==> config.mk <==
export PLATFORM = sky130hd
export DESIGN_NAME = epoch_seconds_to_calendar
export DESIGN_NICKNAME = d
export VERILOG_FILES = /design/src/design/e2c_pkg.sv /design/src/design/e2c_sdiv.sv /design/src/design/e2c_cal.sv /design/src/design/epoch_seconds_to_calendar.sv
export SDC_FILE = /design/constraint.sdc
export NUM_CORES = 1
export LEC_CHECK = 0
export ABC_AREA = 1
export BUFFER_PORTS_ARGS = -buffer_cell sky130_fd_sc_hd__buf_2
export CORE_MARGIN = 3
export CORE_UTILIZATION = 40
export DETAILED_ROUTE_END_ITERATION = 6
export GPL_ROUTABILITY_DRIVEN = 0
export GPL_TIMING_DRIVEN = 0
export HOLD_SLACK_MARGIN = 0.1
export PLACE_DENSITY = 0.65
export SYNTH_ARGS = -nofsm -noshare
export SYNTH_HDL_FRONTEND = slang
export SYNTH_SLANG_ARGS = --single-unit
==> constraint.sdc <==
create_clock -name clk -period 6.6 [get_ports clk]
set_clock_uncertainty 0.1 [all_clocks]
set_input_delay 0.66 -clock clk [delete_from_list [all_inputs] [get_ports clk]]
set_output_delay 0.66 -clock clk [all_outputs]
set_load 0.01 [all_outputs]
==> src/design/e2c_pkg.sv <==
`timescale 1ns / 1ps
// ----------------------------------------------------------------------------
// e2c_pkg: shared types and constants for the epoch-to-calendar converter
// Holds the divider command/status types, the time constants and the month
// length table used by the serial divider and the calendar stepper.
// ----------------------------------------------------------------------------
package e2c_pkg;

	// divider geometry
	localparam int DVD_W  = 32;
	localparam int DIVR_W = 17;
	localparam int STEP_W = 6;

	localparam logic [DIVR_W-1:0] SECS_PER_DAY  = 17'd86400;
	localparam logic [DIVR_W-1:0] SECS_PER_HOUR = 17'd3600;
	localparam logic [DIVR_W-1:0] SECS_PER_MIN  = 17'd60;
	localparam logic [DIVR_W-1:0] DAYS_PER_WEEK = 17'd7;

	localparam logic [STEP_W-1:0] STEPS_DAY  = 6'd32;
	localparam logic [STEP_W-1:0] STEPS_HOUR = 6'd17;
	localparam logic [STEP_W-1:0] STEPS_MIN  = 6'd12;
	localparam logic [STEP_W-1:0] STEPS_WDAY = 6'd17;

	// 2^31 = BIAS_DAYS * 86400 + BIAS_SECS
	localparam logic [16:0] BIAS_DAYS    = 17'd24855;
	localparam logic [16:0] BIAS_SECS    = 17'd11648;
	localparam logic [16:0] BIAS_SECS_WR = 17'd74752;
	// multiple of seven plus four, since the epoch fell on a Thursday
	localparam logic [16:0] WDAY_BIAS    = 17'd28004;

	localparam logic [10:0] EPOCH_YEAR   = 11'd1970;
	localparam logic [1:0]  EPOCH_MOD4   = 2'd2;
	localparam logic [6:0]  EPOCH_MOD100 = 7'd70;
	localparam logic [8:0]  EPOCH_MOD400 = 9'd370;

	localparam logic [3:0]  MONTH_JAN = 4'd0;
	localparam logic [3:0]  MONTH_FEB = 4'd1;
	localparam logic [3:0]  MONTH_DEC = 4'd11;

	typedef struct packed {
		logic              start;
		logic [STEP_W-1:0] steps;
	} div_cmd_t;

	typedef struct packed {
		logic busy;
		logic done;
	} div_stat_t;

	// days in a month, month 0 is January
	function automatic logic [4:0] month_len(input logic leap, input logic [3:0] mon);
		logic [4:0] len;
		case (mon)
			4'd0, 4'd2, 4'd4, 4'd6, 4'd7, 4'd9, 4'd11: len = 5'd31;
			4'd3, 4'd5, 4'd8, 4'd10:                   len = 5'd30;
			MONTH_FEB:                                 len = leap ? 5'd29 : 5'd28;
			default:                                   len = 5'd31;
		endcase
		return len;
	endfunction

endpackage

==> src/design/e2c_sdiv.sv <==
`timescale 1ns / 1ps
// ----------------------------------------------------------------------------
// e2c_sdiv: bit-serial restoring divider
// Shifts the dividend in MSB first, one quotient bit per cycle, for a given
// number of steps. The dividend is left aligned so its top bits go first.
// ----------------------------------------------------------------------------
module e2c_sdiv import e2c_pkg::*; (
	input  logic              clk,
	input  logic              arst_n,
	input  div_cmd_t          cmd,
	input  logic [DVD_W-1:0]  dividend,
	input  logic [DIVR_W-1:0] divisor,
	output logic [DVD_W-1:0]  quot,
	output logic [DIVR_W-1:0] rem,
	output div_stat_t         stat
);

	logic [DVD_W-1:0]  dvd_q;
	logic [DVD_W-1:0]  quo_q;
	logic [DIVR_W-1:0] rem_q;
	logic [STEP_W-1:0] cnt_q;
	logic              busy_q;
	logic              done_q;
	logic [DIVR_W:0]   trial;
	logic [DIVR_W:0]   diff;
	logic              ge;

	// trial subtract of one step
	always_comb begin
		trial = {rem_q, dvd_q[DVD_W-1]};
		ge    = trial >= {1'b0, divisor};
		diff  = trial - {1'b0, divisor};
	end

	// advance one quotient bit per cycle
	always_ff @(posedge clk or negedge arst_n) begin
		if (!arst_n) begin
			busy_q <= 1'b0;
			done_q <= 1'b0;
			cnt_q  <= '0;
			dvd_q  <= '0;
			quo_q  <= '0;
			rem_q  <= '0;
		end else if (cmd.start) begin
			busy_q <= 1'b1;
			done_q <= 1'b0;
			cnt_q  <= cmd.steps;
			dvd_q  <= dividend;
			quo_q  <= '0;
			rem_q  <= '0;
		end else if (busy_q) begin
			rem_q <= ge ? diff[DIVR_W-1:0] : trial[DIVR_W-1:0];
			quo_q <= {quo_q[DVD_W-2:0], ge};
			dvd_q <= {dvd_q[DVD_W-2:0], 1'b0};
			cnt_q <= cnt_q - 1'b1;
			if (cnt_q == 6'd1) begin
				busy_q <= 1'b0;
				done_q <= 1'b1;
			end
		end else begin
			done_q <= 1'b0;
		end
	end

	assign quot      = quo_q;
	assign rem       = rem_q;
	assign stat.busy = busy_q;
	assign stat.done = done_q;

endmodule

==> src/design/e2c_cal.sv <==
`timescale 1ns / 1ps
// ----------------------------------------------------------------------------
// e2c_cal: year and month stepper
// Walks a signed day count from 1970 one year per cycle, then one month per
// cycle, keeping year residues mod 4, 100 and 400 for the leap rule.
// ----------------------------------------------------------------------------
module e2c_cal import e2c_pkg::*; (
	input  logic               clk,
	input  logic               arst_n,
	input  logic               start,
	input  logic signed [15:0] day_count,
	output logic               busy,
	output logic [10:0]        year,
	output logic [8:0]         yday,
	output logic [3:0]         month,
	output logic [4:0]         mday
);

	typedef enum logic [1:0] {C_IDLE, C_YEAR, C_MONTH} cal_state_t;

	cal_state_t         state_q;
	logic [10:0]        yr_q;
	logic [1:0]         m4_q;
	logic [6:0]         m100_q;
	logic [8:0]         m400_q;
	logic signed [15:0] day_q;
	logic [8:0]         doy_q;
	logic [3:0]         mon_q;
	logic               leap_q;

	logic        leap_cur, leap_prev;
	logic [1:0]  n4, p4;
	logic [6:0]  n100, p100;
	logic [8:0]  n400, p400;
	logic signed [15:0] len_cur, len_prev, mlen;

	// leap test of the current and the previous year
	always_comb begin
		n4   = m4_q + 2'd1;
		n100 = (m100_q == 7'd99)  ? 7'd0 : m100_q + 7'd1;
		n400 = (m400_q == 9'd399) ? 9'd0 : m400_q + 9'd1;
		p4   = m4_q - 2'd1;
		p100 = (m100_q == 7'd0) ? 7'd99  : m100_q - 7'd1;
		p400 = (m400_q == 9'd0) ? 9'd399 : m400_q - 9'd1;
		leap_cur  = (m4_q == 2'd0) && ((m100_q != 7'd0) || (m400_q == 9'd0));
		leap_prev = (p4 == 2'd0) && ((p100 != 7'd0) || (p400 == 9'd0));
		len_cur   = leap_cur  ? 16'sd366 : 16'sd365;
		len_prev  = leap_prev ? 16'sd366 : 16'sd365;
		mlen      = $signed({11'd0, month_len(leap_q, mon_q)});
	end

	// step years, then months
	always_ff @(posedge clk or negedge arst_n) begin
		if (!arst_n) begin
			state_q <= C_IDLE;
			yr_q    <= EPOCH_YEAR;
			m4_q    <= EPOCH_MOD4;
			m100_q  <= EPOCH_MOD100;
			m400_q  <= EPOCH_MOD400;
			day_q   <= '0;
			doy_q   <= '0;
			mon_q   <= MONTH_JAN;
			leap_q  <= 1'b0;
		end else begin
			case (state_q)
				C_IDLE: begin
					if (start) begin
						yr_q    <= EPOCH_YEAR;
						m4_q    <= EPOCH_MOD4;
						m100_q  <= EPOCH_MOD100;
						m400_q  <= EPOCH_MOD400;
						day_q   <= day_count;
						state_q <= C_YEAR;
					end
				end
				C_YEAR: begin
					if (day_q < 16'sd0) begin
						yr_q   <= yr_q - 11'd1;
						m4_q   <= p4;
						m100_q <= p100;
						m400_q <= p400;
						day_q  <= day_q + len_prev;
					end else if (day_q >= len_cur) begin
						yr_q   <= yr_q + 11'd1;
						m4_q   <= n4;
						m100_q <= n100;
						m400_q <= n400;
						day_q  <= day_q - len_cur;
					end else begin
						doy_q   <= day_q[8:0];
						leap_q  <= leap_cur;
						mon_q   <= MONTH_JAN;
						state_q <= C_MONTH;
					end
				end
				C_MONTH: begin
					if ((mon_q != MONTH_DEC) && (day_q >= mlen)) begin
						day_q <= day_q - mlen;
						mon_q <= mon_q + 4'd1;
					end else begin
						state_q <= C_IDLE;
					end
				end
				default: state_q <= C_IDLE;
			endcase
		end
	end

	assign busy  = state_q != C_IDLE;
	assign year  = yr_q;
	assign yday  = doy_q;
	assign month = mon_q;
	assign mday  = day_q[4:0] + 5'd1;

endmodule

==> src/design/epoch_seconds_to_calendar.sv <==
`timescale 1ns / 1ps
// ----------------------------------------------------------------------------
// epoch_seconds_to_calendar: signed epoch seconds to broken-down UTC time
// One serial divider splits days from seconds, then hours, minutes and the
// weekday; a stepper walks years and months from 1970 in parallel.
// ----------------------------------------------------------------------------
//  channel | handshake           | payload
//  input   | in_valid, in_stall  | epoch_seconds (32b signed)
//  output  | out_valid, out_stall| second_of_minute .. day_of_month
//
//  out_valid rises once the divider chain (day, hour, minute and weekday steps)
//  and the stepper (years, then months) are both through with an item; the next
//  item can be taken in the cycle after the result is loaded.
//  One item is in work at a time; in_stall is high while it is.
//  A finished item waits in the output register, and a new item is taken
//  while it waits. Reset clears all control state; no clearing pass.
// ----------------------------------------------------------------------------
module epoch_seconds_to_calendar import e2c_pkg::*; (
	input  logic               clk,
	input  logic               arst_n,
	input  logic               in_valid,
	output logic               in_stall,
	input  logic signed [31:0] epoch_seconds,
	output logic               out_valid,
	input  logic               out_stall,
	output logic [5:0]         second_of_minute,
	output logic [5:0]         minute_of_hour,
	output logic [4:0]         hour_of_day,
	output logic [2:0]         day_of_week,
	output logic [10:0]        calendar_year,
	output logic [8:0]         day_of_year,
	output logic [3:0]         month_index,
	output logic [4:0]         day_of_month
);

	typedef enum logic [2:0] {S_IDLE, S_DAY, S_HOUR, S_MIN, S_WDAY, S_CAL} top_state_t;

	top_state_t         state_q;
	logic signed [15:0] day_q;
	logic [4:0]         hour_q;
	logic [5:0]         min_q;
	logic [5:0]         sec_q;
	logic [2:0]         wday_q;
	logic               out_valid_q;
	logic [5:0]         o_sec_q, o_min_q;
	logic [4:0]         o_hour_q;
	logic [2:0]         o_wday_q;
	logic [10:0]        o_year_q;
	logic [8:0]         o_yday_q;
	logic [3:0]         o_mon_q;
	logic [4:0]         o_mday_q;

	div_cmd_t           div_cmd;
	div_stat_t          div_stat;
	logic [DVD_W-1:0]   div_dvd;
	logic [DIVR_W-1:0]  div_divr;
	logic [DVD_W-1:0]   div_quot;
	logic [DIVR_W-1:0]  div_rem;

	logic               cal_start;
	logic               cal_busy;
	logic [10:0]        cal_year;
	logic [8:0]         cal_yday;
	logic [3:0]         cal_mon;
	logic [4:0]         cal_mday;

	logic               in_take;
	logic               out_free;
	logic               out_load;
	logic               rem_ge;
	logic [16:0]        secs_c;
	logic [16:0]        day_wide;
	logic signed [15:0] day_c;
	logic [16:0]        wday_val;

	assign in_take  = in_valid && (state_q == S_IDLE);
	assign out_free = !out_valid_q || !out_stall;
	assign out_load = (state_q == S_CAL) && !cal_busy && out_free;

	// fold the bias of 2^31 back out of the day quotient and remainder
	always_comb begin
		rem_ge   = div_rem >= BIAS_SECS;
		secs_c   = rem_ge ? div_rem - BIAS_SECS : div_rem + BIAS_SECS_WR;
		day_wide = {1'b0, div_quot[15:0]} - BIAS_DAYS - {16'd0, !rem_ge};
		day_c    = $signed(day_wide[15:0]);
		wday_val = {day_q[15], day_q} + WDAY_BIAS;
	end

	// issue divider commands and the stepper start
	always_comb begin
		div_cmd.start = 1'b0;
		div_cmd.steps = STEPS_DAY;
		div_dvd       = {~epoch_seconds[31], epoch_seconds[30:0]};
		div_divr      = SECS_PER_DAY;
		cal_start     = 1'b0;
		case (state_q)
			S_IDLE: begin
				div_cmd.start = in_take;
			end
			S_DAY: begin
				div_cmd.start = div_stat.done;
				div_cmd.steps = STEPS_HOUR;
				div_dvd       = {secs_c, 15'd0};
				cal_start     = div_stat.done;
			end
			S_HOUR: begin
				div_divr      = SECS_PER_HOUR;
				div_cmd.start = div_stat.done;
				div_cmd.steps = STEPS_MIN;
				div_dvd       = {div_rem[11:0], 20'd0};
			end
			S_MIN: begin
				div_divr      = SECS_PER_MIN;
				div_cmd.start = div_stat.done;
				div_cmd.steps = STEPS_WDAY;
				div_dvd       = {wday_val, 15'd0};
			end
			S_WDAY: begin
				div_divr = DAYS_PER_WEEK;
			end
			S_CAL: begin
				div_divr = DAYS_PER_WEEK;
			end
			default: begin
				div_cmd.start = 1'b0;
			end
		endcase
	end

	// sequence the item and hold the result
	always_ff @(posedge clk or negedge arst_n) begin
		if (!arst_n) begin
			state_q     <= S_IDLE;
			out_valid_q <= 1'b0;
			day_q       <= '0;
			hour_q      <= '0;
			min_q       <= '0;
			sec_q       <= '0;
			wday_q      <= '0;
			o_sec_q     <= '0;
			o_min_q     <= '0;
			o_hour_q    <= '0;
			o_wday_q    <= '0;
			o_year_q    <= '0;
			o_yday_q    <= '0;
			o_mon_q     <= '0;
			o_mday_q    <= '0;
		end else begin
			if (out_load) begin
				out_valid_q <= 1'b1;
			end else if (out_valid_q && !out_stall) begin
				out_valid_q <= 1'b0;
			end
			case (state_q)
				S_IDLE: begin
					if (in_take) begin
						state_q <= S_DAY;
					end
				end
				S_DAY: begin
					if (div_stat.done) begin
						day_q   <= day_c;
						state_q <= S_HOUR;
					end
				end
				S_HOUR: begin
					if (div_stat.done) begin
						hour_q  <= div_quot[4:0];
						state_q <= S_MIN;
					end
				end
				S_MIN: begin
					if (div_stat.done) begin
						min_q   <= div_quot[5:0];
						sec_q   <= div_rem[5:0];
						state_q <= S_WDAY;
					end
				end
				S_WDAY: begin
					if (div_stat.done) begin
						wday_q  <= div_rem[2:0];
						state_q <= S_CAL;
					end
				end
				S_CAL: begin
					if (out_load) begin
						o_sec_q     <= sec_q;
						o_min_q     <= min_q;
						o_hour_q    <= hour_q;
						o_wday_q    <= wday_q;
						o_year_q    <= cal_year;
						o_yday_q    <= cal_yday;
						o_mon_q     <= cal_mon;
						o_mday_q    <= cal_mday;
						state_q     <= S_IDLE;
					end
				end
				default: state_q <= S_IDLE;
			endcase
		end
	end

	e2c_sdiv u_div (
		.clk      (clk),
		.arst_n   (arst_n),
		.cmd      (div_cmd),
		.dividend (div_dvd),
		.divisor  (div_divr),
		.quot     (div_quot),
		.rem      (div_rem),
		.stat     (div_stat)
	);

	e2c_cal u_cal (
		.clk       (clk),
		.arst_n    (arst_n),
		.start     (cal_start),
		.day_count (day_c),
		.busy      (cal_busy),
		.year      (cal_year),
		.yday      (cal_yday),
		.month     (cal_mon),
		.mday      (cal_mday)
	);

	assign in_stall         = state_q != S_IDLE;
	assign out_valid        = out_valid_q;
	assign second_of_minute = o_sec_q;
	assign minute_of_hour   = o_min_q;
	assign hour_of_day      = o_hour_q;
	assign day_of_week      = o_wday_q;
	assign calendar_year    = o_year_q;
	assign day_of_year      = o_yday_q;
	assign month_index      = o_mon_q;
	assign day_of_month     = o_mday_q;

endmodule
==> results by group <==
Run status
  – Outcome: completed

Floorplan
  – Die area: 39800 um2
  – Row Count: 70
  – Die H: 199 um
  – Initial Util: 40.7%
  – CORE AREA: 36800 um2
  – I/O pin count: 87
  – Die W: 199 um

Timing
  – Final Hold Vio Count: 0
  – Final setup fails: 0
  – RSZ-0062 raised after global routing: no
  – Fin crit period: 4.72 ns
  – Fmax: 212 MHz
  – Pin slew with the least headroom to its limit: 0.907 ns
  – Rel. slew slack: 38.9%
  – Fin. max-slew vios: 0
  – Fin Setup TNS: 0 ns
  – Final period utilization: 71.5%

Drt
  – Drt pass-1 iters: 6
  – Final WL: 43400 um
  – Wirelength per Cell: 15.7 um
  – Vias per std cell: 5.34
  – DRC violations left: 0
  – Initial drt markers: 1260
  – Routed vias: 14.8k
  – Final ANT Viol Nets: 0

Worst setup path
  – WP data arrival: 5.03 ns
  – CP Cell Sequence: inv_1, ha_1, inv_1, nor2_1, nand2_1, nor2_1, nand2_1, inv_1, o21ai_0, ha_1, inv_1, fa_1, nand3_1, nand2_1, nand2_1, nand2_1, nand2_1, nand3_2, o211ai_2, inv_2, buf_2, nand2_1, o21ai_0
  – Crit Path Class: register to register
  – CP Data Required Time: 6.92 ns
  – Slowest-stage cell, CP: o21ai_0
  – Worst setup EP type: register
  – Largest fanout on the critical path: 10
  – Crit path largest cell delay: 0.73 ns
  – Top delay family on crit path: simple AND/OR/NAND/NOR gates
  – Buf/Inv on CP: 6
  – Cell repeated most along the worst path: nand2_1
  – Startpoint types: register

Logic synthesis
  – Area leader, netlist: dfrtp_1
  – Post-synthesis sequential area ratio: 37.4%
  – Register bit count reported by yosys: 223
  – Syn_nets: 2275
  – Top cells by area, synth: dfrtp_1, nand2_1, nand3_1
  – Mapped Area: 15000 um2
  – Commonest cells post-synth: nand2_1, inv_1, dfrtp_1
  – Main synth FF type: dfrtp_1
  – Share of the synthesized area in the top cell type: 34.6%
  – Synth Area per Inst: 6.90 um2
  – Yosys warnings: 0
  – Synth async-reset ratio: 100%
  – Post-synth EDFFs: 0
  – Synth unique cells: 50
  – Top-count cell post-synth: nand2_1
  – Cells after Synth: 2168

Global routing
  – GR Util All Layers: 21.6%
  – Initial antenna violation count: 0
  – First-pass GRT wire length: 70600 um
  – Vias in the first global route: 13.8k
  – Largest net degree at the start of global routing: 93
  – GRT overflow: 0

Cells and area
  – Finished Core Util: 46.2%
  – # diodes: 0
  – Multi-input gate area: 8020 um2
  – Syn-to-layout area delta: 13.5%
  – Fill cells: 3760
  – Post-Layout Cell Count: 2771
  – Register area: 5600 um2
  – Fraction of layout cells with a size suffix above 1: 9.64%
  – Final nets: 2392
  – Post-route cell area: 17000 um2

Clock tree
  – CTS hold repair buffers: 1
  – TritonCTS Buffers: 26
  – Worst-path clk slew: 0.06 ns
  – Clock Tree Root: clkbuf_16
  – Clock sinks: 223
  – Skew-Pair Late Insertion Delay: 0.55 ns
  – CTS H-tree depth: 1
  – Post-CTS Resized: 0
  – CTS Buffer Depth: 3
  – Post-CTS Setup Bufs: 0
  – CTS tree: built

Run
  – Max-Cap Viols: 0

Place
  – Area after DPL: 16000 um2
  – Detailed Place HPWL: 33000 um
  – Post-Place Cells: 2724
  – Number of port buffers: 86

Power
  – Leakage power: 8.67 nW
  – Worst vdd ir: 0.187 mV
  – Power Dens Cells: 268 nW/um2

Hold path
  – Hold Crit Class: input port to register
## stage by stage
stage / power, W / worst slack, ns / hold slack (ns)
after floorplan: 0.00255 / 3.11 / 0.264
final: 0.00456 / 1.88 / 0.223
after CTS: 0.00459 / 1.90 / 0.210
after global routing: 0.00483 / 1.51 / 0.224
after global placement: 0.00295 / 0.709 / 0.355
after detailed placement: 0.00298 / 1.90 / 0.357
## state kept, by name, summed over array words and instances (netlist names), 11 cells and up
register / count
calendar_year: 11
day_q: 16
u_cal.day_q: 16
u_cal.year: 11
u_div.dvd_q: 32
u_div.quot: 16
u_div.rem: 17
## cell type report
type	instances	share of cell area (%)
buffer	77	2.20
timing repair buffer	89	2.97
sequential	223	33.0
multi-input combinational	1611	47.2
clock inverter	12	1.18
tap	468	3.45
clock buffer	34	4.31
inverter	257	5.72
## final timing paths
| check | start | endpoint | slack, ns | cells past startpoint |
|---|---|---|---|---|
| max in group asynchronous | arst_n | u_div.dvd_q[9]$_DFFE_PN0P_ | 4.70 | 4 |
| min in group asynchronous | arst_n | u_cal.m100_q[4]$_DFFE_PN0P_ | 0.50 | 2 |
| hold / removal | epoch_seconds[14] | u_div.dvd_q[14]$_DFFE_PN0P_ | 0.22 | 3 |
| setup / recovery | u_cal.m400_q[1]$_DFFE_PN1P_ | u_cal.m400_q[7]$_DFFE_PN0P_ | 1.88 | 23 |
| hold reg to reg | sec_q[1]$_DFFE_PN0P_ | second_of_minute[1]$_DFFE_PN0P_ | 0.37 | 2 |
| setup reg to reg | u_cal.m400_q[1]$_DFFE_PN1P_ | u_cal.m400_q[7]$_DFFE_PN0P_ | 1.88 | 23 |
## kinds of logic (layout without fill, tap and decap cells)
group,count (synthesis),count (layout),synth area share [%]
AND/OR/NAND/NOR,1158,1158,32.0
AO/OA/AOI/OAI,339,339,12.8
buffers and inverters,334,469,8.99
flip-flops,223,223,37.4
adder cells (fa/ha/maj),71,71,6.19
XOR/XNOR,43,43,2.52
## power by group
| group | leakage, nW | total, W | switching (W) | internal (W) |
|---|---|---|---|---|
| sequential | 2.96 | 0.00153 | 0.0000655 | 0.00147 |
| combinational | 5.27 | 0.00143 | 0.000985 | 0.000445 |
| clock | 0.447 | 0.00159 | 0.000616 | 0.000976 |
## tightest hold or removal path, delay by kind of cell
family	cells	cell delay [ns]
AO/OA/AOI/OAI	1	0.05
buffers and inverters	1	0.07
AND/OR/NAND/NOR	1	0.04
## placed cells by master, fill, tap and decap left out, types with 33 or more instances in the layout
cell type and n:
a21oi_1 56, buf_2 125, dfrtp_1 207, ha_1 66, inv_1 243, nand2_1 710, nand3_1 185, nor2_1 186
o21ai_0 173, xor2_1 33
## layer usage
| metal | track usage [%] | routed length, um | part of all wire [%] | vias to the layer above |
|---|---|---|---|---|
| li1 | - | - | - | 7259 |
| met1 | 29.2 | 18900 | 44 | 6902 |
| met2 | 36.5 | 20300 | 47 | 530 |
| met3 | 2.77 | 2840 | 6.5 | 115 |
| met4 | 6.36 | 1360 | 3.1 | 0 |
| met5 | 0 | 0 | 0 | - |
(Power assumes the default switching activity.)
